**src/binned_mean_stdev_histogram_unit_macros.svh**
```systemverilog
// Assertion helpers shared by the histogram RTL.
`ifndef BINNED_MEAN_STDEV_HISTOGRAM_UNIT_MACROS_SVH
`define BINNED_MEAN_STDEV_HISTOGRAM_UNIT_MACROS_SVH

// Plain property check, clocked on clk, off while reset is low.
`define BMSH_ASSERT(lbl, clk, rstn, prop) \
    lbl: assert property (@(posedge clk) disable iff (!rstn) (prop)) \
        else $error("bmsh assertion failed");

// Same-cycle implication.
`define BMSH_ASSERT_IMP(lbl, clk, rstn, ante, cons) \
    `BMSH_ASSERT(lbl, clk, rstn, (ante) |-> (cons))

// Next-cycle implication.
`define BMSH_ASSERT_NXT(lbl, clk, rstn, ante, cons) \
    `BMSH_ASSERT(lbl, clk, rstn, (ante) |=> (cons))

`endif

```
**src/bmsh_ram.sv**
```systemverilog
module bmsh_ram #(
    parameter int WIDTH = 8,
    parameter int DEPTH = 16
) (
    input  logic                                  clk,
    input  logic                                  we,
    input  logic [(DEPTH > 1 ? $clog2(DEPTH) : 1)-1:0] waddr,
    input  logic [WIDTH-1:0]                      wdata,
    input  logic                                  re,
    input  logic [(DEPTH > 1 ? $clog2(DEPTH) : 1)-1:0] raddr,
    output logic [WIDTH-1:0]                      rdata
);

    logic [WIDTH-1:0] mem_reg [DEPTH];
    logic [WIDTH-1:0] rdata_reg;

    always_ff @(posedge clk)
    begin
        if (we)
        begin
            mem_reg[waddr] <= wdata;
        end
        if (re)
        begin
            rdata_reg <= mem_reg[raddr];
        end
    end

    assign rdata = rdata_reg;

endmodule

```
**config.mk**
```make
export PLATFORM = sky130hd
export DESIGN_NAME = bmsh_ram
export DESIGN_NICKNAME = d
export VERILOG_FILES = /design/src/binned_mean_stdev_histogram_unit_macros.svh /design/src/bmsh_ram.sv
export SDC_FILE = /design/constraint.sdc
export NUM_CORES = 1
export LEC_CHECK = 0
export ABC_AREA = 1
export BUFFER_PORTS_ARGS = -buffer_cell sky130_fd_sc_hd__buf_2
export CAP_MARGIN = 20
export CORE_UTILIZATION = 66
export DETAILED_ROUTE_END_ITERATION = 8
export PLACE_DENSITY_LB_ADDON = 0.08
export SLEW_MARGIN = 5
export SYNTH_ARGS = -nofsm -noshare
export SYNTH_HDL_FRONTEND = slang
export SYNTH_SLANG_ARGS = --single-unit
```
**constraint.sdc**
```tcl
create_clock -name clk -period 3.2 [get_ports clk]
set_clock_uncertainty 0.2 [all_clocks]
set_input_delay 0.48 -clock clk [delete_from_list [all_inputs] [get_ports clk]]
set_output_delay 0.48 -clock clk [all_outputs]
set_load 0.02 [all_outputs]
```
---- Word-level counts from Yosys, hierarchy flattened ----
Memory sizes are Yosys's and may differ from the RTL's. A register that Yosys moved wholly into a read port is not among the register bits.
Cells that the tools add are included.
word-level totals
  output and inout bits ................... 8
  bits in writable memories ............... 128
  memories kept ........................... 1
  flip-flop bits (word level) ............. 0
  input port bits ......................... 19
  logic and storage cells ................. 3
operators by class
  mux-type cells .......................... 2
memories
  name     depth  bits a word  rd ports  clocked after memory_dff  wr ports  RTL line        text
  mem_reg  16     8            1         1                         1         bmsh_ram.sv:14  logic [WIDTH-1:0] mem_reg [DEPTH];
operator list
  kind    count
  $mux 1  2

---- Longest topological paths before layout ----
Gate-level depths: netlist of run 1.
  depth in word-level cells ............... 2
  gate-level depth with buffers ........... 8
  depth with buffers taken out ............ 7

---- Worst setup path after synthesis of run 1 ----
OpenSTA, ideal clock, no wires.
  path kind ............................... input to register
  start ................................... input port waddr[2] (netlist bit)
  end ..................................... memory mem_reg[10][0] (enable)
  stages on the path ...................... 2
  required time ........................... 2.630 ns
  library setup time ...................... 0.370 ns
  buffers on the path ..................... 0
  arrival ................................. 1.061 ns
  setup slack ............................. 1.569 ns
  path through ............................ nand3b_1 -> nor2_1
RTL lines
  what                RTL line        text
  start: declaration  bmsh_ram.sv:7   input logic [(DEPTH > 1 ? $clog2(DEPTH) : 1)-1:0] waddr,
  end: declaration    bmsh_ram.sv:14
Straight into the memory's write port.

==> results of run 1 <==
cell usage in the layout, fill, tap and decap left out:
cell type	instances
buf_4	3
clkbuf_16	16
nor2_1	17
clkbuf_8	1
inv_1	100
nand2_1	173
edfxtp_1	136
nand3b_1	2
buf_2	26
clkinv_2	2
inv_2	2
bufinv_16	2
clkinv_4	6
inv_6	1
nand3_1	97
clkinvlp_4	2
clkinv_1	2
layout make-up:
cell class | instances | area (sq um)
Clock buffer | 17 | 414
Tap cell | 105 | 131
Clock inverter | 15 | 154
Sequential cell | 136 | 4080
Inverter | 102 | 383
Fill cell | 520 | 1850
Multi-Input combinational cell | 289 | 1210
Timing Repair Buffer | 29 | 153
final timing paths:
kind         depth (start not counted)      startpoint        to
min                                  1              re  rdata[6]
max reg2reg                          6  mem_reg[15][3]  rdata[3]
max                                  6        raddr[1]  rdata[1]
min reg2reg                          6   mem_reg[6][7]  rdata[7]
layer usage:
| metal | vias to the layer above | track usage, % | wire, um |
|---|---|---|---|
| li1 | 1828 | - | - |
| met1 | 1820 | 44.1 | 5270 |
| met2 | 274 | 44.9 | 5650 |
| met3 | 29 | 6.64 | 1360 |
| met4 | 0 | 14.8 | 329 |
| met5 | - | 0 | 0 |
power breakdown:
group / leakage, nW / total (W) / internal (W) / switching (W)
Combinational: 1.31 / 0.000241 / 0.0000619 / 0.000179
Clock: 0.273 / 0.00184 / 0.00111 / 0.000733
Sequential: 1.24 / 0.00202 / 0.00201 / 0.0000113
per-stage QoR:
stage                     cells  setup slack, ns
after detailed placement    661            0.745
after global routing        693             1.14
after floorplan             551             1.57
final                       693             1.24
after CTS                   693             1.29
after global placement      661            0.854
cell families after synthesis:
| logic type | after synthesis |
|---|---|
| buffers and inverters | 126 |
| DFF | 136 |
| and+or+nand+nor | 289 |
worst max-delay path: cells and delay by family:
| kind | cells | cell delay [ns] |
|---|---|---|
| buffers and inverters | 2 | 0.97 |
| AND/OR/NAND/NOR | 4 | 0.57 |
==> reports/results.txt, run 1 <==
Diodes inserted -> 0
total power -> 0.00410 W
Yosys cell types -> 11
most used cell along the critical path -> nand3_1
clock root cell -> clkbuf_8
Critical Path RT -> 3.27 ns
clock slew at reported path FFs -> 0.06 ns
Tmin final -> 1.96 ns
largest net degree at the start of global routing -> 65
DR pass1 iterations -> 6
Port-buffer cells -> 26
total gr overflow -> 0
Area Overhead vs Synth -> 11.7%
syn_nets -> 570
clk_lat worst skew -> 0.53 ns
number of global-route vias before repair -> 3691
post-CTS setup buffers -> 0
crit path max fanout -> 33
most common cell in the netlist -> nand2_1
top cell type by total area after synthesis -> edfxtp_1
largest family of logic cells by synthesized area -> simple AND/OR/NAND/NOR gates
Post-Synth Simple-Gate Area -> 20.8%
starting DRC count in detailed routing -> 391
DRC errors left -> 0
Worst-Margin Slew -> 0.902 ns
XOR/XNOR Fraction of Synth Area -> 0%
vias after detailed routing -> 3951
max_cap viols -> 0
endpoints failing setup -> 0
post_cts resized -> 0
slowest stage delay, CP -> 0.53 ns
Most used DFF post-synth -> edfxtp_1
endpoints failing hold -> 0
PwrDens -> 628 nW/um^2
status -> finished, final reports clean
crit end category -> register
NumNets Final -> 594
Post-synth ARST share -> 0%
period utilisation layout -> 61.3%
sequential area share after synthesis -> 69.8%
fin. max-slew vios -> 0
FF-to-FF setup slack -> 1.79 ns
dpl cell area -> 5960 sq um
Lkg Pwr -> 2.82 nW
Slew headroom -> 39.7%
RSZ-0062 raised after global routing -> false
drt total wl -> 12.6 mm
H-tree Lvls -> 4
DR WL/cell -> 18.2 um
Post-DP HPWL -> 7.52 mm
maximum vdd ir drop -> 0.423 mV
Horiz. Die Dim -> 96.1 um
flops & latches, synth -> 136
arrival time worst endpoint -> 2.03 ns
vias per std cell -> 5.70
Post-synth EDFFs -> 136
CP max stage cell -> buf_2
Top Ports -> 27
synthesized area per cell -> 10.6 sq um
CORE AREA -> 8380 sq um
Hold Path Class -> input pin to register
share of cells above drive strength 1 -> 10.4%
multiplexer share of the synthesized area -> 0%
compound-cell area share of the yosys netlist -> 0%
Row Count -> 33
Num CTS Buffers -> 17
crit-path cells -> buf_2 > inv_2 > nand3_1 > nand3_1 > nand3_1 > nand2_1
synth cell count leaders -> 173 x nand2_1, 136 x edfxtp_1, 100 x inv_1, 97 x nand3_1, 17 x nor2_1
Hold WS -> 0.129 ns
highest achievable clock rate -> 510 MHz
GP Congestion -> 0.843
cell count after synthesis -> 551
hold_buf cts -> 0
clk sinks -> 136
CTS tree -> built
initial antenna violation count -> 0
Max Buffers Root-to-Sink -> 2
first-pass GRT wire length -> 19.6 mm
Startpoint Class -> input pin
final core occ -> 77.9%
total track usage -> 30.7%
yosys warns -> 0
post-route ant nets -> 0
Die ar. -> 9240 sq um
chip height -> 96.1 um
Initial Util -> 69.8%
Syn Std Cell Area -> 5850 sq um
Largest register FFs -> 128
CP Class -> input pin to register
setup_tns -> 0 ns
top cell type's share of synthesized area -> 69.8%
Synth Area in Adders -> 0%
Post-Layout Inst Area -> 6530 sq um
dominant cells by area after synthesis -> edfxtp_1 70%, nand2_1 11%, nand3_1 8.3%
Power figures use the tool's default switching activity.
==> inputs of run 2 (changes only) <==
--- a/config.mk
+++ b/config.mk
@@ -5,10 +5,10 @@
 export SDC_FILE = /design/constraint.sdc
 export NUM_CORES = 1
 export LEC_CHECK = 0
-export ABC_AREA = 1
+export ABC_AREA = 0
 export BUFFER_PORTS_ARGS = -buffer_cell sky130_fd_sc_hd__buf_2
 export CAP_MARGIN = 20
-export CORE_UTILIZATION = 66
+export CORE_UTILIZATION = 54
 export DETAILED_ROUTE_END_ITERATION = 8
 export PLACE_DENSITY_LB_ADDON = 0.08
 export SLEW_MARGIN = 5
==> constraint.sdc (replaced) <==
create_clock -name clk -period 1.6 [get_ports clk]
set_clock_uncertainty 0.2 [all_clocks]
set_input_delay 0.24 -clock clk [delete_from_list [all_inputs] [get_ports clk]]
set_output_delay 0.24 -clock clk [all_outputs]
set_load 0.02 [all_outputs]
==> reports/results.txt, run 2 <==
Most used DFF post-synth -> edfxtp_1
share of cells above drive strength 1 -> 40.1% (+30 points)
Top Ports -> 27 (unchanged)
Num CTS Buffers -> 17 (unchanged)
multiplexer share of the synthesized area -> 14.8% (+15 points)
clk sinks -> 136 (unchanged)
Post-DP HPWL -> 6.61 mm (-12%)
Synth Area in Adders -> 0% (unchanged)
GP Congestion -> 0.713 (-15%)
Startpoint Class -> register
Slew headroom -> 42.7% (+3.0 points)
Post-Synth Simple-Gate Area -> 3.14% (-18 points)
Hold Path Class -> input pin to register
synthesized area per cell -> 22.8 sq um (+120%)
Critical Path RT -> 1.65 ns (-1.62 ns)
largest family of logic cells by synthesized area -> multiplexers
fin. max-slew vios -> 0 (unchanged)
Initial Util -> 56.0% (-14 points)
Largest register FFs -> 128 (unchanged)
crit end category -> register
setup_tns -> -0.0161 ns (-0.0161 ns)
endpoints failing setup -> 3 (+3)
most common cell in the netlist -> edfxtp_1
Max Buffers Root-to-Sink -> 2 (unchanged)
Lkg Pwr -> 2.16 nW (-23%)
clock root cell -> clkbuf_8
Diodes inserted -> 0 (unchanged)
first-pass GRT wire length -> 15.4 mm (-22%)
top cell type's share of synthesized area -> 78.1% (+8.3 points)
Horiz. Die Dim -> 100 um (+4.4%)
PwrDens -> 1350 nW/um^2 (+120%)
endpoints failing hold -> 0 (unchanged)
maximum vdd ir drop -> 0.952 mV (+120%)
Tmin final -> 1.61 ns
Post-synth ARST share -> 0% (unchanged)
vias per std cell -> 5.66 (-0.81%)
status -> finished, violations left
largest net degree at the start of global routing -> 18 (-72%)
Layout fillers -> 588 (+13%)
DR WL/cell -> 22.7 um (+25%)
Syn Std Cell Area -> 5230 sq um (-11%)
total gr overflow -> 0 (unchanged)
CTS tree -> built
Post-Layout Inst Area -> 6410 sq um (-1.9%)
Die ar. -> 10100 sq um (+9.1%)
dpl cell area -> 5640 sq um (-5.5%)
total track usage -> 22.5% (-8.2 points)
leading cell type in the layout, fill and taps excluded -> edfxtp_1
DR pass1 iterations -> 5 (-1)
H-tree Lvls -> 4 (unchanged)
vias after detailed routing -> 2494 (-37%)
DP Cell Count -> 401 (-39%)
number of global-route vias before repair -> 2577 (-30%)
clk_lat worst skew -> 0.50 ns (-0.03 ns)
yosys warns -> 0 (unchanged)
failing checks -> negative setup slack
fin cells -> 441 (-36%)
NumNets Final -> 319 (-46%)
Yosys cell types -> 18 (+7)
Row Count -> 35 (+6.1%)
max_cap viols -> 0 (unchanged)
top cell type by total area after synthesis -> edfxtp_1
highest achievable clock rate -> 620 MHz
sequential area share after synthesis -> 78.1% (+8.3 points)
crit path max fanout -> 1 (-97%)
Worst-Margin Slew -> 0.856 ns (-0.0454 ns)
most frequent cells in the layout -> 136 x edfxtp_1, 31 x mux4_2, 26 x buf_2, 24 x buf_4, 16 x clkbuf_16
dominant cells by area after synthesis -> edfxtp_1 78%, mux4_2 7.8%, mux4_1 7.0%
drt total wl -> 10.0 mm (-20%)
XOR/XNOR Fraction of Synth Area -> 0% (unchanged)
synth cell count leaders -> 136 x edfxtp_1, 18 x mux4_2, 16 x a22oi_1, 14 x mux4_1, 13 x nor2_1
RSZ-0062 raised after global routing -> true
DRC errors left -> 0 (unchanged)
post-route setup slack -> -0.0123 ns (-1.25 ns)
initial antenna violation count -> 0 (unchanged)
chip height -> 100 um (+4.4%)
cell count after synthesis -> 229 (-58%)
flops & latches, synth -> 136 (unchanged)
clock slew at reported path FFs -> 0.06 ns (about the same)
post-route ant nets -> 0 (unchanged)
Post-synth EDFFs -> 136 (unchanged)
total power -> 0.00867 W (+110%)
CP Class -> register to register
arrival time worst endpoint -> 1.66 ns (-0.37 ns)
starting DRC count in detailed routing -> 227 (-42%)
Port-buffer cells -> 26 (unchanged)
syn_nets -> 248 (-56%)
compound-cell area share of the yosys netlist -> 2.30% (+2.3 points)
Area Overhead vs Synth -> 22.6%
CORE AREA -> 9330 sq um (+11%)
period utilisation layout -> 101%
## run 2: cell count changes after synthesis, sizes merged, moves of 2 or more
| cell | change |
|---|---|
| clkdlybuf4s25 | +3 |
| inv | -102 |
| mux4 | +32 |
| nor3 | +4 |
| buf | -17 |
| nand2b | +2 |
| nand2 | -164 |
| nand3 | -96 |
| a22oi | +16 |
| nor2 | -4 |
## run 2: cell type report
type	instances	area, sq um	area share (%)
Clock inverter	13	226	3.53
Clock buffer	18	418	6.52
Multi-Input combinational cell	83	1060	16.5
Timing Repair Buffer	62	460	7.18
Tap cell	129	161	2.52
Sequential cell	136	4080	63.7
## run 2: stage by stage
step	hold WS, ns	util [%]	setup WS [ns]
global route	0.118	68.7	-0.0779
global placement	0.429	60.5	-0.562
floorplan	0.139	-	-0.106
detailed placement	0.436	60.5	-0.521
CTS	0.104	68.7	-0.0468
finish	0.124	68.7	-0.0123
## run 2: worst max-delay path, cell delays in order (launching register included)
cell,delay [ns]
edfxtp_1,0.38
mux4_2,0.50
a22oi_2,0.21
nand2_1,0.07
## run 2: worst paths after layout
path                                startpoint             to  slack, ns  cells past startpoint
worst max-delay path             mem_reg[2][3]       rdata[3]      -0.01                      3
worst min-delay path                  waddr[0]  mem_reg[0][2]       0.12                      3
worst min register to register  mem_reg[12][6]       rdata[6]       0.55                      3
worst max register to register   mem_reg[2][3]       rdata[3]      -0.01                      3
## run 2: logic make-up after synthesis
kind of cell           Yosys count
AOI/OAI and AO/OA               16
buffers and inverters           10
DFF                            136
muxes                           32
and+or+nand+nor                 35
## run 2: timing repair
item	4_1_cts	5_1_grt
setup buffers	0	0
pin swaps	0	3
hold buffers	9	0
endpoints found under the setup margin	8	8
gates resized for setup	6	1
hold endpoints to repair	136	0
## run 2: report_power, final
| group | switching (W) | leakage, nW | internal [W] |
|---|---|---|---|
| Sequential | 0.0000234 | 1.24 | 0.00402 |
| Combinational | 0.000245 | 0.616 | 0.000197 |
| Clock | 0.00136 | 0.307 | 0.00283 |
## run 2: routing by layer
metal	up-vias	wire, um	track usage, %
met1	1292	4500	32.0
met5	-	0	0
li1	1114	-	-
met4	0	102	7.92
met3	9	461	5.29
met2	79	4970	34.9
