[config.mk]
export PLATFORM = sky130hd
export DESIGN_NAME = bmsh_alu
export DESIGN_NICKNAME = d
export VERILOG_FILES = /design/src/binned_mean_stdev_histogram_unit_macros.svh /design/src/bmsh_pkg.sv /design/src/bmsh_alu.sv
export SDC_FILE = /design/constraint.sdc
export NUM_CORES = 1
export LEC_CHECK = 0
export ABC_AREA = 1
export BUFFER_PORTS_ARGS = -buffer_cell sky130_fd_sc_hd__buf_2
export CAP_MARGIN = 25
export CORE_MARGIN = 8
export CORE_UTILIZATION = 55
export CTS_CLUSTER_SIZE = 25
export DETAILED_ROUTE_END_ITERATION = 8
export PLACE_DENSITY = 0.75
export SYNTH_ARGS = -nofsm -noshare
export SYNTH_HDL_FRONTEND = slang
export SYNTH_SLANG_ARGS = --single-unit
[constraint.sdc]
create_clock -name clk -period 14.2 [get_ports clk]
set_input_delay 0 -clock clk [delete_from_list [all_inputs] [get_ports clk]]
set_output_delay 0 -clock clk [all_outputs]
set_load 0.02 [all_outputs]
[src/binned_mean_stdev_histogram_unit_macros.svh]
// Assertion helpers shared by the histogram RTL.
`ifndef BINNED_MEAN_STDEV_HISTOGRAM_UNIT_MACROS_SVH
`define BINNED_MEAN_STDEV_HISTOGRAM_UNIT_MACROS_SVH

// Plain property check, clocked on clk, off while reset is low.
`define BMSH_ASSERT(lbl, clk, rstn, prop) \
    lbl: assert property (@(posedge clk) disable iff (!rstn) (prop)) \
        else $error("bmsh assertion failed");

// Same-cycle implication.
`define BMSH_ASSERT_IMP(lbl, clk, rstn, ante, cons) \
    `BMSH_ASSERT(lbl, clk, rstn, (ante) |-> (cons))

// Next-cycle implication.
`define BMSH_ASSERT_NXT(lbl, clk, rstn, ante, cons) \
    `BMSH_ASSERT(lbl, clk, rstn, (ante) |=> (cons))

`endif

[src/bmsh_pkg.sv]
package bmsh_pkg;

    localparam int NUM_BINS_DEF = 1024;

    localparam int COUNT_W = 24;
    localparam int SUM_W   = 40;
    localparam int SQ_W    = 56;

    localparam int ALU_W     = 80;
    localparam int DEN_W     = 48;
    localparam int ALU_CNT_W = 7;

    localparam logic [COUNT_W-1:0] COUNT_MAX = '1;

    localparam logic [ALU_CNT_W-1:0] DIV_X_STEPS    = 7'd32;
    localparam logic [ALU_CNT_W-1:0] DIV_VAR_STEPS  = 7'd80;
    localparam logic [ALU_CNT_W-1:0] DIV_MEAN_STEPS = 7'd41;
    localparam logic [ALU_CNT_W-1:0] SQRT_STEPS     = 7'd16;

    // command kinds
    localparam logic [1:0] KIND_ADD   = 2'd0;
    localparam logic [1:0] KIND_READ  = 2'd1;
    localparam logic [1:0] KIND_CLEAR = 2'd2;

    // result status codes
    localparam logic [2:0] STAT_ADDED   = 3'd0;
    localparam logic [2:0] STAT_ABOVE   = 3'd1;
    localparam logic [2:0] STAT_NEG_X   = 3'd2;
    localparam logic [2:0] STAT_BIN_OVF = 3'd3;
    localparam logic [2:0] STAT_READ_OK = 3'd4;
    localparam logic [2:0] STAT_EMPTY   = 3'd5;

    // configuration register indexes
    localparam logic [1:0] CFG_BIN_WIDTH = 2'd0;
    localparam logic [1:0] CFG_X_LIMIT   = 2'd1;
    localparam logic [1:0] CFG_LIMIT_EN  = 2'd2;

    typedef struct packed {
        logic [1:0]         kind;
        logic signed [31:0] x_value;
        logic signed [15:0] sample_value;
        logic [9:0]         bin_index;
    } cmd_t;

    typedef struct packed {
        logic [2:0]         status;
        logic [23:0]        entry_count;
        logic signed [15:0] bin_mean;
        logic [15:0]        bin_stdev;
        logic [9:0]         highest_bin_used;
    } result_t;

    typedef struct packed {
        logic [COUNT_W-1:0] cnt;
        logic [SUM_W-1:0]   sum;
        logic [SQ_W-1:0]    sq;
    } entry_t;

    typedef enum logic [1:0] {
        ALU_MUL,
        ALU_DIV,
        ALU_SQRT
    } alu_op_t;

    typedef struct packed {
        logic                 start;
        alu_op_t              op;
        logic [ALU_W-1:0]     opa;
        logic [DEN_W-1:0]     opb;
        logic [ALU_CNT_W-1:0] count;
    } alu_req_t;

    typedef struct packed {
        logic             busy;
        logic             done;
        logic [ALU_W-1:0] result;
    } alu_rsp_t;

    typedef enum logic [3:0] {
        S_CLEAR,
        S_IDLE,
        S_ADD_CHK,
        S_ADD_DIV,
        S_ADD_RD,
        S_ADD_WR,
        S_RD_RD,
        S_RD_LATCH,
        S_MUL_SQ,
        S_MUL_MAG,
        S_MUL_N,
        S_DIV_VAR,
        S_SQRT,
        S_DIV_MEAN,
        S_RESP
    } fsm_t;

endpackage

[src/bmsh_alu.sv]
// Shared iterative unit: shift-add multiply, restoring divide,
// bit-pair square root. One step per cycle.
module bmsh_alu (
    input  logic               clk,
    input  logic               rst_n,
    input  bmsh_pkg::alu_req_t req,
    output bmsh_pkg::alu_rsp_t rsp
);
    import bmsh_pkg::*;

    logic                 busy_reg, busy_next;
    logic                 done_reg, done_next;
    alu_op_t              op_reg, op_next;
    logic [ALU_CNT_W-1:0] cnt_reg, cnt_next;
    logic [ALU_W-1:0]     a_reg, a_next;
    logic [DEN_W-1:0]     b_reg, b_next;
    logic [DEN_W-1:0]     rem_reg, rem_next;
    logic [ALU_W-1:0]     acc_reg, acc_next;

    logic [DEN_W:0]   div_sh, sq_sh, sq_trial, lhs, rhs;
    logic [DEN_W+1:0] diff;
    logic             take;
    logic [ALU_W-1:0] mul_sum;

    always_comb
    begin
        div_sh   = {rem_reg, a_reg[ALU_W-1]};
        sq_sh    = {rem_reg[DEN_W-2:0], a_reg[ALU_W-1:ALU_W-2]};
        sq_trial = {31'b0, acc_reg[15:0], 2'b01};
        lhs      = (op_reg == ALU_SQRT) ? sq_sh : div_sh;
        rhs      = (op_reg == ALU_SQRT) ? sq_trial : {1'b0, b_reg};
        diff     = {1'b0, lhs} - {1'b0, rhs};
        take     = ~diff[DEN_W+1];
        mul_sum  = acc_reg + (b_reg[0] ? a_reg : '0);
    end

    always_comb
    begin
        busy_next = busy_reg;
        done_next = 1'b0;
        op_next   = op_reg;
        cnt_next  = cnt_reg;
        a_next    = a_reg;
        b_next    = b_reg;
        rem_next  = rem_reg;
        acc_next  = acc_reg;
        if (!busy_reg)
        begin
            if (req.start)
            begin
                busy_next = 1'b1;
                op_next   = req.op;
                cnt_next  = req.count;
                a_next    = req.opa;
                b_next    = req.opb;
                rem_next  = '0;
                acc_next  = '0;
            end
        end
        else
        begin
            unique case (op_reg)
                ALU_MUL:
                begin
                    if (b_reg == '0)
                    begin
                        busy_next = 1'b0;
                        done_next = 1'b1;
                    end
                    else
                    begin
                        acc_next = mul_sum;
                        a_next   = {a_reg[ALU_W-2:0], 1'b0};
                        b_next   = {1'b0, b_reg[DEN_W-1:1]};
                    end
                end
                ALU_DIV, ALU_SQRT:
                begin
                    rem_next = take ? diff[DEN_W-1:0] : lhs[DEN_W-1:0];
                    acc_next = {acc_reg[ALU_W-2:0], take};
                    a_next   = (op_reg == ALU_SQRT) ? {a_reg[ALU_W-3:0], 2'b00}
                                                    : {a_reg[ALU_W-2:0], 1'b0};
                    cnt_next = cnt_reg - 1'b1;
                    if (cnt_reg == 7'd1)
                    begin
                        busy_next = 1'b0;
                        done_next = 1'b1;
                    end
                end
                default:
                begin
                    busy_next = 1'b0;
                    done_next = 1'b1;
                end
            endcase
        end
    end

    always_ff @(posedge clk or negedge rst_n)
    begin
        if (!rst_n)
        begin
            busy_reg <= 1'b0;
            done_reg <= 1'b0;
            op_reg   <= ALU_MUL;
            cnt_reg  <= '0;
        end
        else
        begin
            busy_reg <= busy_next;
            done_reg <= done_next;
            op_reg   <= op_next;
            cnt_reg  <= cnt_next;
        end
    end

    always_ff @(posedge clk)
    begin
        a_reg   <= a_next;
        b_reg   <= b_next;
        rem_reg <= rem_next;
        acc_reg <= acc_next;
    end

    assign rsp.busy   = busy_reg;
    assign rsp.done   = done_reg;
    assign rsp.result = acc_reg;

endmodule

# Word level (Yosys, flattened, before mapping)
# Cells that the tools add are included.
word_totals:
  ff_bits: 267
  wordCells: 61
  in_bits: 140
  output_inout_bits: 82
classes:
  reduce_logical: 8
  muxes: 32
  add_sub_neg: 3
  n_bitwise: 2
  n_eq_ne: 8
ops:
  columns: ["cell", "n"]
  rows:
  - ["2-to-1 mux 80 bit", 8]
  - ["2-to-1 mux 48 bit", 9]
  - ["case mux 80 bit (2 select lines)", 2]
  - ["adder 80 bit", 1]
  - ["subtractor 49 x 48 -> 50 bit", 1]
  - ["2-to-1 mux 49 bit", 1]
  - ["logical NOT 48 bit", 1]
  - ["2-to-1 mux 7 bit", 3]
  - ["== test 7 x 1 -> 1 bit (second input constant)", 1]
  - ["2-to-1 mux 1 bit", 7]
  - ["subtractor 7 x 1 -> 7 bit (second input constant)", 1]
  - ["AND reduction 3 bit", 2]
  - ["!= test 2 x 1 -> 1 bit (second input constant)", 2]
  - ["case mux 1 bit (2 select lines)", 2]
  - ["AND reduction 2 bit", 2]
  - ["!= test 3 x 1 -> 1 bit (second input constant)", 1]
  - ["!= test 3 bit (second input constant)", 1]
  - ["== test 2 x 1 -> 1 bit (second input constant)", 1]
  - ["== test 2 bit (second input constant)", 1]
  - ["logical NOT 2 bit", 1]
  - ["!= test 2 bit (second input constant)", 1]
  - ["inverter 1 bit", 2]
  - ["nonzero test 2 bit", 1]
  - ["OR reduction 2 bit", 1]

# Longest topological paths before layout
# Gate-level depths: netlist of the first run.
logic_depth:
  ltp_word: 6
  mapped_depth: 22
  depth_no_buf: 21

# Least setup slack after synthesis of the first run
# No wires, ideal clock.
synth_path:
  path_kind: "reg-to-reg"
  start: "register busy_reg"
  end: "register a_reg[0] (enable)"
  setup_ps: 775
  slack_ps: 3750
  n_path_buf: 3
  synth_period_minus_slack_ps: 10450
  path_stages_with_launch: 5
  required_time_ps: 13425
  arrival_ps: 9675
  cell_sequence: "dfrtp_1 clkbuf_1 clkbuf_1 buf_1 a31oi_1"
synth_via:
  elab_chain_cells: 2
  word_cells_on_any_way: 4
  classes_between: "eq/ne: 2; reduce/logical: 2"
synth_lines:
  columns: ["item", "line", "source"]
  rows:
  - ["start: declaration", "bmsh_alu.sv:11", "logic busy_reg, busy_next;"]
  - ["start signal: assignment", "bmsh_alu.sv:110", "busy_reg <= busy_next;"]
  - ["!= test 3 x 1 -> 1 bit (no line), or another cell as far along", null, null]
  - ["AND reduction 3 bit (no line) (*)", null, null]
  - ["end signal: assignment", "bmsh_alu.sv:119", "a_reg <= a_next;"]
  - ["end: declaration", "bmsh_alu.sv:15", "logic [ALU_W-1:0] a_reg, a_next;"]
# Mark *: on every way between the ends. The rest lies on a longest branch, timed or not.
# A chain may end at the register's enable or synchronous reset.

# Worst setup path in the final report of the first run
layout_path:
  start: "register op_reg[0]"
  end: "register rem_reg[29], data pin"
layout_via:
  elab_chain_cells: 6
  word_cells_on_any_way: 7
  classes_between: "add/sub: 1; eq/ne: 1; mux: 5"
layout_lines:
  columns: ["item", "line", "source"]
  rows:
  - ["start: declaration", "bmsh_alu.sv:13", "alu_op_t op_reg, op_next;"]
  - ["start signal: assignment", "bmsh_alu.sv:112", "op_reg <= op_next;"]
  - ["== test 2 bit (*)", "bmsh_alu.sv:30, bmsh_alu.sv:31", null]
  - ["2-to-1 mux 49 bit / 2-to-1 mux 48 bit (equally long branches)", "bmsh_alu.sv:30, bmsh_alu.sv:31", null]
  - ["subtractor 49 x 48 -> 50 bit", "bmsh_alu.sv:32", "diff = {1'b0, lhs} - {1'b0, rhs};"]
  - ["2-to-1 mux 48 bit (*)", "bmsh_alu.sv:79", "rem_next = take ? diff[DEN_W-1:0] : lhs[DEN_W-1:0];"]
  - ["2-to-1 mux 48 bit (*)", "bmsh_alu.sv:62", "unique case (op_reg)"]
  - ["2-to-1 mux 48 bit (*)", "bmsh_alu.sv:47", "if (!busy_reg)"]
  - ["end signal: assignment", "bmsh_alu.sv:121", "rem_reg <= rem_next;"]
  - ["end: declaration", "bmsh_alu.sv:17", "logic [DEN_W-1:0] rem_reg, rem_next;"]
# Mark *: on every way between the ends. The rest lies on a longest branch, timed or not. The select of a mux whose other input is x is not followed.

==> results of run 1 <==
[metrics by stage]
stage                     std cells  setup WS (ps)  cell area (um^2)
after global routing           4883           8390             28800
after global placement         4681           9080             26300
after detailed placement       4681           8980             26300
after floorplan                3960           3750             24800
after CTS                      4883           8890             28800
final                          4884           8800             28800
[metal layers]
layer,part of all wire (%),GRT usage [%]
met1,46,46.0
met2,43,48.1
met3,8.9,4.72
met4,2.1,7.08
met5,0.013,0
[how the worst max path moves through the flow]
stage,to,start,slack [ps],depth (start not counted)
CTS,acc_reg[0],op_reg[0],8890,16
floorplan,a_reg[0],busy_reg,3750,4
global placement,acc_reg[0],op_reg[0],9080,16
finish,rem_reg[29],op_reg[0],8800,17
global route,acc_reg[0],op_reg[0],8390,16
detailed placement,acc_reg[0],op_reg[0],8980,16
[repair_timing]
action / in CTS / in global routing
endpoints found under the setup margin: 0 / 0
endpoints found under the hold margin: 149 / 0
hold buffers: 144 / 0
[worst max-delay path, cell delays in order (launching register included)]
cell     delay [ps]
dfrtp_1         400
inv_1           170
ha_4            600
inv_4           470
buf_4           430
o21ai_0         320
ha_1            340
nand2_1         140
nor2_1           80
nand2_1         130
inv_1            70
a21oi_2         180
nor2_1           70
nor2_2          520
nand2_4         540
inv_4           480
nor2_1           70
nor2_1          130
[cells in the final DEF, fill, tap and decap left out, types with 132 or more instances in the layout]
cell and instances:
nand3_1 160, ha_1 132, inv_1 671, edfxtp_1 256, nand2_1 1295, nor2_1 528, o21ai_0 355, a21oi_1 180
buf_2 221, dlygate4sd3_1 144
[layout make-up]
class	instances	area (um^2)	share of cell area [%]
clock buffers	36	795	2.76
clock inverters	22	214	0.744
flip-flops and latches	267	7970	27.7
well taps	600	751	2.61
diodes	1	2.50	0.00870
inverters	676	2550	8.86
repair buffers	379	2650	9.22
multi-input cells	2903	13800	48.1
[cell families (layout without fill, tap and decap cells)]
| logic type | count (synthesis) | after routing | synth area share [%] |
|---|---|---|---|
| compound gates | 628 | 628 | 13.3 |
| xor+xnor | 60 | 60 | 2.12 |
| fa+ha+maj | 135 | 135 | 6.87 |
| buf+inv | 790 | 1113 | 12.2 |
| flops | 267 | 267 | 32.1 |
| other cells | 0 | 1 | 0 |
| simple gates | 2080 | 2080 | 33.4 |
==> impl_metrics.yaml, run 1 <==
status:
  status: "completed"
final_layout:
  syn2layout_area_growth_pct: 16.0
  final_util_pct: 64.0
  finish.net_count: 4533
  nFillCells: 4247
  drive_gt1_share_pct: 7.45
die:
  core_um2: 45000
  num_io_pins: 222
  dieHeight_um: 228
  dieArea_um2: 52100
  placementRows: 78
  initial_core_util_pct: 55.1
  dieWidth_um: 228
routing:
  ant_nets: 0
  drc: 0
  routed_wl_um: 85500
  vias: 26500
  viasPerCell: 5.42
  first_pass_iters: 8
  wire_per_inst_um: 17.5
  drt_iter0_markers: 2995
timing:
  skew_ps: 21.1
  post-route-min-period_ps: 5400
  setup_viol: 0
  finalMaxSlewViolations: 0
  tightest_slew_ps: 1100
  hold_violations: 0
  timing.slew.headroom_pct: 26.7
  rsz0062_at_grt: "false"
  finalSetupTns_ps: 0
  maxClockFrequency_ghz: 0.185
  fin_crit_sh_pct: 38.0
  holdWs_ps: 194
synth:
  yosysWarnings: 0
  synth_enable_flop_cells: 256
  postSynthCellCount: 3960
  synth_nets: 4235
  yosysSeqAreaShare_pct: 32.1
  netlist_area_um2: 24800
  synth-main-ff-cell: "edfxtp_1"
  synth_top_area_share_pct: 31.0
  synthTopCellsByArea: "edfxtp_1 (31%), nand2_1 (20%), inv_1 (10%)"
  ys_seq_elements: 267
  synthArstFlopShare_pct: 4.12
  ys_top_cells_by_count: "nand2_1 (1296), inv_1 (671), nor2_1 (528), o21ai_0 (355), edfxtp_1 (256)"
  yosysTopAreaCell: "edfxtp_1"
  synth_most_common_cell: "nand2_1"
  synth_area_per_cell_um2: 6.26
  netlist-cell-type-count: 43
worst_hold_path:
  hold_depth: 4
  hold_class: "in2reg"
  hp-start: "req[1]"
  holdPathEnd: "cnt_reg[1]"
critical_path:
  timing.rr.end: "rem_reg[29]"
  r2r_start: "op_reg[0]"
  cp-start-kind: "register"
  cp.arrival_ps: 5860
  critical_path_class: "reg2reg"
  reg2reg_slack_ps: 8800
  path_max_fanout: 74
  worstPathRequired_ps: 14660
  r2r_cells: 17
  critPathCaptureType: "register"
clocking:
  ctsResizeCount: 0
  cts_tree: "built"
  cts-root-buf: "clkbuf_16"
  clk_pin_slew_worst_paths_ps: 60
  cts_buffers: 31
  cts_sinks: 267
  insertion_delay_ps: 610
  clockBufferDepth: 3
  post_cts_buffers: 0
  htreeDepth: 1
global_routing:
  grt_overflow: 0
  grt_max_degree: 107
  grt_pass1_wl_um: 134000
  antenna_found_initial: 1
  track_usage_pct: 31.3
  grt_pass1_vias: 24600
job:
  maxCapViolations: 0
placement:
  place.gp.congestion: 1.04
  hpwl_um: 64300
  portBuffers: 221
Power of run 1 is not shown: default switching activity piles up to over one toggle a cycle in this logic, so the estimate is an artifact.
==> inputs of run 2 (changes only) <==
--- a/config.mk
+++ b/config.mk
@@ -12,7 +12,7 @@
 export CORE_UTILIZATION = 55
 export CTS_CLUSTER_SIZE = 25
 export DETAILED_ROUTE_END_ITERATION = 8
-export PLACE_DENSITY = 0.75
+export PLACE_DENSITY = 0.78
 export SYNTH_ARGS = -nofsm -noshare
 export SYNTH_HDL_FRONTEND = slang
 export SYNTH_SLANG_ARGS = --single-unit
==> constraint.sdc (replaced) <==
create_clock -name clk -period 4.7 [get_ports clk]
set_input_delay 0 -clock clk [delete_from_list [all_inputs] [get_ports clk]]
set_output_delay 0 -clock clk [all_outputs]
set_load 0.02 [all_outputs]
==> run 2 against run 1 <==
Net effect: setup slack got worse by 8200 ps; register-to-register slack worse by 8200 ps; sequential share of layout area down 0.24 points; critical path depth rose by 1; routed wire length is 7.6% higher; global-route usage up 2.5 points; worst hold slack lost 120 ps; critical path type unchanged; critical endpoint is now rem_reg[44]; highest routed layer unchanged.
==> impl_metrics.yaml, run 2 (synthesis results as in run 1) <==
critical_path:
  critical_path_class: "reg2reg"
  critPathCaptureType: "register"
  cp-start-kind: "register"
  crit_top_cell: "nand2_1"
  cpMaxStageDelayCell: "dfrtp_1"
  path_max_fanout: 49
  slowest_delay_ps: 390
  worstPathRequired_ps: 5010
  crit_chain: "inv_1 -> ha_4 -> inv_4 -> or2_2 -> o21ai_0 -> inv_1 -> ha_1 -> nand2_1 -> nor2_1 -> nand2_1 -> clkinv_1 -> nand2_1 -> nand3b_4 -> nand2_4 -> buf_12 -> nand2_1 -> nor2_1 -> nor2_1"
  cp.arrival_ps: 4400
global_routing:
  grt_most_used_layer: "met2"
  grt_use_met1_pct: 46.9
  grt_overflow: 0
  grt_pass1_vias: 25500
  track_usage_pct: 33.8
  grt_max_degree: 125
  grt_pass1_wl_um: 142000
  antenna_found_initial: 6
  use_met3_pct: 6.03
  use_met2_pct: 53.2
routing:
  routed_wl_um: 92000
  drt_iter0_markers: 3000
  drc: 0
  first_pass_iters: 5
  viasPerCell: 5.52
  ant_nets: 0
  wire_per_inst_um: 18.8
  vias: 27100
job:
  maxCapViolations: 0
timing:
  tightest_slew_ps: 1000
  fin_crit_sh_pct: 87.1
  maxClockFrequency_ghz: 0.244
  timing.slew.headroom_pct: 33.1
  setup_viol: 0
  finalMaxSlewViolations: 0
  skew_ps: 26.7
  post-route-min-period_ps: 4090
  finalSetupTns_ps: 0
  rsz0062_at_grt: "false"
  hold_violations: 0
final_layout:
  drive_gt1_share_pct: 7.84
  finish.net_count: 4549
  syn2layout_area_growth_pct: 17.0
  nFillCells: 4199
  final_common_cell: "nand2_1"
  regArea_um2: 7970
  multi_input_area_um2: 13800
  final_cell_mix: "nand2_1 (1295), inv_1 (671), nor2_1 (528), o21ai_0 (355), edfxtp_1 (256)"
placement:
  portBuffers: 221
  place.gp.congestion: 0.999
  hpwl_um: 69800
clocking:
  cts-root-buf: "clkbuf_16"
  clockBufferDepth: 3
  clk_pin_slew_worst_paths_ps: 60
  cts_buffers: 34
  insertion_delay_ps: 570
  cts_sinks: 267
  post_cts_buffers: 0
  htreeDepth: 2
  cts_tree: "built"
die:
  placementRows: 78
  core_um2: 45000
  dieWidth_um: 228
  initial_core_util_pct: 55.1
  num_io_pins: 222
  dieArea_um2: 52100
  dieHeight_um: 228
status:
  status: "completed"
worst_hold_path:
  hold_class: "in2reg"
==> run 2: worst paths after layout <==
| kind | from | endpoint | slack (ps) | depth (start not counted) |
|---|---|---|---|---|
| min reg2reg | cnt_reg[3] | cnt_reg[3] | 570 | 2 |
| max in group asynchronous | rst_n | busy_reg | 3750 | 3 |
| min | req[103] | a_reg[48] | 80 | 3 |
| min in group asynchronous | rst_n | cnt_reg[4] | 520 | 3 |
| max | op_reg[0] | rem_reg[44] | 610 | 18 |
| max reg2reg | op_reg[0] | rem_reg[44] | 610 | 18 |
==> run 2: stage by stage <==
stage,util [%],instances,hold WS (ps),instance area [um^2],setup WS [ps]
6_report,64.5,4904,75.6,29000,607
5_1_grt,64.5,4902,29.9,29000,328
4_1_cts,64.5,4900,29.4,29000,712
3_5_place_dp,58.9,4695,-112,26500,724
3_3_place_gp,58.9,4695,-115,26500,811
2_1_floorplan,-,3960,-296,24800,75.7
==> run 2: worst max-delay path: cells and delay by family (launching register included) <==
| kind | cells | cell delay, ps |
|---|---|---|
| buffers and inverters | 5 | 860 |
| adder cells (fa/ha/maj) | 2 | 730 |
| AO/OA/AOI/OAI | 1 | 110 |
| flip-flops | 1 | 390 |
| AND/OR/NAND/NOR | 10 | 1710 |
==> run 2: routing by layer <==
metal  wire [um]  up-vias
met5          27        -
met4        2640        4
met3        9610      164
met2       40500     1443
met1       39200    12300
li1            -    13100
==> run 2: what timing repair did <==
action | CTS | global route
gates resized for setup | 0 | 0
hold buffers | 143 | 0
endpoints found under the hold margin | 148 | 0
==> run 2: area by class of cell <==
cell class / count / share of cell area (%)
Antenna cell: 4 / 0.0345
Clock buffer: 43 / 3.15
Clock inverter: 19 / 0.647
Inverter: 676 / 8.78
Multi-Input combinational cell: 2903 / 47.7
Sequential cell: 267 / 27.4
Tap cell: 600 / 2.59
Timing Repair Buffer: 392 / 9.64
Power of run 2 is left out for the same reason.
